===== config.mk =====
export PLATFORM = sky130hd
export DESIGN_NAME = arht_front
export DESIGN_NICKNAME = d
export VERILOG_FILES = /design/src/rtl/arht_pkg.sv /design/src/rtl/arht_front.sv
export SDC_FILE = /design/constraint.sdc
export NUM_CORES = 1
export LEC_CHECK = 0
export ABC_AREA = 1
export BUFFER_PORTS_ARGS = -buffer_cell sky130_fd_sc_hd__buf_2
export CORE_ASPECT_RATIO = 0.6
export CORE_UTILIZATION = 40
export DETAILED_ROUTE_END_ITERATION = 12
export SYNTH_ARGS = -nofsm -noshare
export SYNTH_HDL_FRONTEND = slang
export SYNTH_SLANG_ARGS = --single-unit

===== constraint.sdc =====
create_clock -name clk_i -period 9.2 [get_ports clk_i]
set_input_delay 0.92 -clock clk_i [delete_from_list [all_inputs] [get_ports clk_i]]
set_output_delay 0.92 -clock clk_i [all_outputs]
set_load 0.02 [all_outputs]

===== src/rtl/arht_pkg.sv =====
// package: sizes, codes and types of the access rule hash table
`default_nettype none
package arht_pkg;
  localparam int unsigned BUCKETS = 1024;
  localparam int unsigned WAYS = 4;
  localparam int unsigned IDX_W = (BUCKETS > 1) ? $clog2(BUCKETS) : 1;
  localparam int unsigned FILL_W = $clog2(WAYS + 1);
  localparam int unsigned TGT_SHIFT = 2;
  localparam int unsigned SRC_SHIFT = 9;
  localparam int unsigned QDEPTH = 2;
  localparam int unsigned CNT_W = 13;

  localparam logic [1:0] ST_OK = 2'd0;
  localparam logic [1:0] ST_MISS = 2'd1;
  localparam logic [1:0] ST_DUP = 2'd2;
  localparam logic [1:0] ST_FULL = 2'd3;

  localparam logic REQ_SEARCH = 1'b0;
  localparam logic REQ_INSERT = 1'b1;

  typedef struct packed {
    logic [47:0] key;
    logic [7:0]  kind;
    logic [31:0] va;
    logic [31:0] vb;
    logic [31:0] vc;
  } entry_t;

  typedef struct packed {
    logic [FILL_W-1:0]      fill;
    entry_t [WAYS-1:0]      ways;
  } row_t;

  typedef struct packed {
    logic             req_type;
    logic [IDX_W-1:0] bucket;
    entry_t           ent;
  } req_t;
endpackage
`default_nettype wire


===== src/rtl/arht_front.sv =====
// front: accepts items, hashes the key and queues them for the back
`default_nettype none
module arht_front import arht_pkg::*; (
  input  wire logic        clk_i,
  input  wire logic        rst_ni,
  input  wire logic        start,
  input  wire logic        req_type_i,
  input  wire logic [15:0] source_type_i,
  input  wire logic [15:0] target_type_i,
  input  wire logic [15:0] target_class_i,
  input  wire logic [7:0]  kind_mask_i,
  input  wire logic [31:0] value_a_i,
  input  wire logic [31:0] value_b_i,
  input  wire logic [31:0] value_c_i,
  input  wire logic        clearing_i,
  input  wire logic        pop_i,
  output logic             busy_o,
  output logic             valid_o,
  output req_t             head_o
);
  localparam int unsigned PTR_W = $clog2(QDEPTH);

  req_t             q_q [QDEPTH];
  logic [PTR_W-1:0] wptr_q, rptr_q;
  logic [PTR_W:0]   cnt_q;
  logic             push;
  logic [31:0]      hash;
  req_t             item;

  assign hash = 32'(target_class_i) + (32'(target_type_i) << TGT_SHIFT)
              + (32'(source_type_i) << SRC_SHIFT);

  always_comb begin
    item.req_type = req_type_i;
    item.bucket   = IDX_W'(hash & 32'(BUCKETS - 1));
    item.ent.key  = {source_type_i, target_type_i, target_class_i};
    item.ent.kind = kind_mask_i;
    item.ent.va   = value_a_i;
    item.ent.vb   = value_b_i;
    item.ent.vc   = value_c_i;
  end

  assign busy_o  = clearing_i || (cnt_q == (PTR_W+1)'(QDEPTH));
  assign push    = start && !busy_o;
  assign valid_o = (cnt_q != '0);
  assign head_o  = q_q[rptr_q];

  always_ff @(posedge clk_i) begin
    if (push) begin
      q_q[wptr_q] <= item;
    end
  end

  always_ff @(posedge clk_i or negedge rst_ni) begin
    if (!rst_ni) begin
      wptr_q <= '0;
      rptr_q <= '0;
      cnt_q  <= '0;
    end else begin
      if (push) begin
        wptr_q <= PTR_W'((32'(wptr_q) + 1) % QDEPTH);
      end
      if (pop_i) begin
        rptr_q <= PTR_W'((32'(rptr_q) + 1) % QDEPTH);
      end
      cnt_q <= cnt_q + (PTR_W+1)'(push) - (PTR_W+1)'(pop_i);
    end
  end
endmodule
`default_nettype wire


==> flow_summary.ini <==
[routing]
drc_errors = 0
via_per_inst = 4.62
firstDrtPassIters = 4
drt_iter0_drc = 321
wl_per_cell_um = 18.0
wirelength_mm = 24.6
via_count = 6317
ant_nets = 0

[logic_synthesis]
synth_area_per_cell_um2 = 21.2
synth_edf_count = 322
netlist_area_um2 = 12600
yosys-top-cells-area = edfxtp_1 77%, mux2_4 9.6%, mux2_2 7.3%
yosysSeqAreaShare_pct = 77.7
synth_cell_types = 19
async_reset_ff_share_pct = 1.23
synth_nets = 767
yosysWarningCount = 0
synthCells = 593
yosys.cell_count.top_type = edfxtp_1
synth_top_cell_area_share_pct = 76.9
synth-seq-cells = 326
synthFlopType = edfxtp_1
yosys-top-cells-count = 322 x edfxtp_1, 81 x mux2_2, 80 x mux2_4
synth_top_cell_by_area = edfxtp_1

[pwr]
pwr_density_cell_nw_per_um2 = 292
peakVddDrop_v = 0.000218
p_leak_nw = 6.09

[critical_path]
endpoint_kind = primary output
critPathMaxFanout = 55
crit_path_start_kind = flip-flop
required_ns = 8.28
critPathKind = flip-flop to primary output
worstPathArrival_ns = 3.08

[sta]
worst_slew_pin_slew_ns = 1.17
period_share_pct = 43.4
rsz0062_at_grt = no
hold_violations = 0
fin_ws_ns = 5.20
setup_viol_count_final = 0
clock.fmax_mhz = 250
setup_tns_ns = 0
finClkSkew_ns = 0.0130
period_minus_slack_ns = 4.00
maxSlewViolCount = 0
relSlewSlack_pct = 21.6

[place]
place_area_um2 = 14600
place_ws_ns = 5.58
dp_hpwl_mm = 16.4
place.gp.congestion = 0.730
io_buffers = 322
dpl.cell_count = 1309

[worst_hold_path]
min_path_type = primary input to async pin

[clock_network]
postCtsHoldBufs = 0
root_buffer = clkbuf_16
ctsResizeCount = 0
h-tree-depth = 1
cts_setup_buffers = 0
clkTransAtPathRegs_ns = 0.06
cts.sinks = 326
cts_made_buffers = 31
cts_buffer_depth = 3
cts_tree = yes
clock_latency_ns = 0.56

[grt]
grt_pass1_wl_mm = 37.2
grt_max_degree = 65
antenna_found_initial = 1
grtUsageTotal_pct = 14.9
grt_pass1_vias = 6582
grtUsageMet2_pct = 22.5
grt.busiest_layer = met2
grtUsageMet1_pct = 21.1
use_met3_pct = 5.00
overflow = 0

[floorplan]
num_rows = 49
chipHeight_um = 139
die-area_um2 = 32200
core_um2 = 30400
start_util_pct = 41.3
dieWidth_um = 231
ios = 323

[final_layout]
finalCoreUtilization_pct = 51.1
finalInstanceArea_um2 = 15500
syn2layout_area_growth_pct = 23.6
drive_gt1_share_pct = 56.3
fin_nets = 1108
diodes = 0
final_cells = 1366

[status]
status = complete, no violations

[job]
drv_cap = 0
==> through the flow <==
step           power [W]  hold slack (ns)
6_report         0.00455            0.157
5_1_grt          0.00476            0.125
4_1_cts          0.00462            0.122
3_5_place_dp     0.00342            0.535
3_3_place_gp     0.00341            0.516
2_1_floorplan    0.00305            0.492
==> cell usage in the layout (no fill, tap or decap) <==
cell type,Yosys,routed
nand3_1,5,5
buf_4,2,6
ha_1,15,15
nor3_1,1,1
xnor2_1,4,4
clkinv_2,0,7
mux2_2,81,81
buf_2,8,322
mux2_4,80,80
edfxtp_1,322,322
inv_1,19,19
clkinv_4,0,1
xor2_1,3,3
dfrtp_1,4,3
inv_6,0,1
nand4_1,1,1
fa_1,1,1
nor2_4,0,2
nand2_1,27,27
clkinv_1,0,4
clkbuf_8,0,6
or2_2,1,1
clkbuf_1,0,7
a21oi_1,4,4
nor2_1,5,3
clkbuf_16,0,31
dfrtp_4,0,1
==> metal layers <==
metal	wire length, um	share of wire (%)
met4	352	1.4
met5	13	0.053
met3	1730	7.0
met1	11500	47
met2	11000	45
==> final timing paths <==
path / endpoint / startpoint / depth (start not counted) / slack [ns]
min: cnt_q[0]$_DFF_PN0_ / rst_ni / 1 / 0.16
max: head_o[65] / rptr_q$_DFFE_PN0P_ / 3 / 5.20
min in group clk_i: q_q[0][102]$_DFFE_PP_ / kind_mask_i[6] / 1 / 0.54
max reg2reg: q_q[1][65]$_DFFE_PP_ / cnt_q[1]$_DFF_PN0_ / 4 / 6.20
min reg2reg: cnt_q[0]$_DFF_PN0_ / cnt_q[0]$_DFF_PN0_ / 1 / 0.55
max in group asynchronous: rptr_q$_DFFE_PN0P_ / rst_ni / 1 / 8.90
==> cell type report <==
class                      instances  area [um^2]
clock buffer                      44          885
clock inverter                    13         67.6
fill                            2556        14900
inverter                          19         71.3
multi-input combinational        228         2580
sequential                       326         9770
tap                              408          510
timing repair buffer             328         1660
==> worst max-delay path, cell delays in order, from the launching register on <==
cell,delay (ns)
dfrtp_4,0.94
buf_4,0.86
mux2_2,0.44
buf_2,0.17
==> kinds of logic (layout without fill, tap and decap cells) <==
group,after synthesis,count (layout),share of synthesized area (%)
adder cells (fa/ha/maj),16,16,1.65
flip-flops,326,326,77.7
AO/OA/AOI/OAI,4,4,0.159
multiplexers,161,161,16.8
AND/OR/NAND/NOR,40,40,1.29
XOR/XNOR,7,7,0.488
buffers and inverters,39,404,1.90
==> registers in the layout, summed over array words and instances, names as in the netlist <==
signal / cells
rptr_q: 1
cnt_q: 2
q_q: 322
wptr_q: 1
==> power by group <==
group          switching [W]  total (W)  internal (W)
Sequential         0.0000887    0.00194       0.00185
Combinational       0.000812    0.00142      0.000608
Clock               0.000520    0.00119      0.000665
Note: power is estimated with default switching activity, not from simulation.
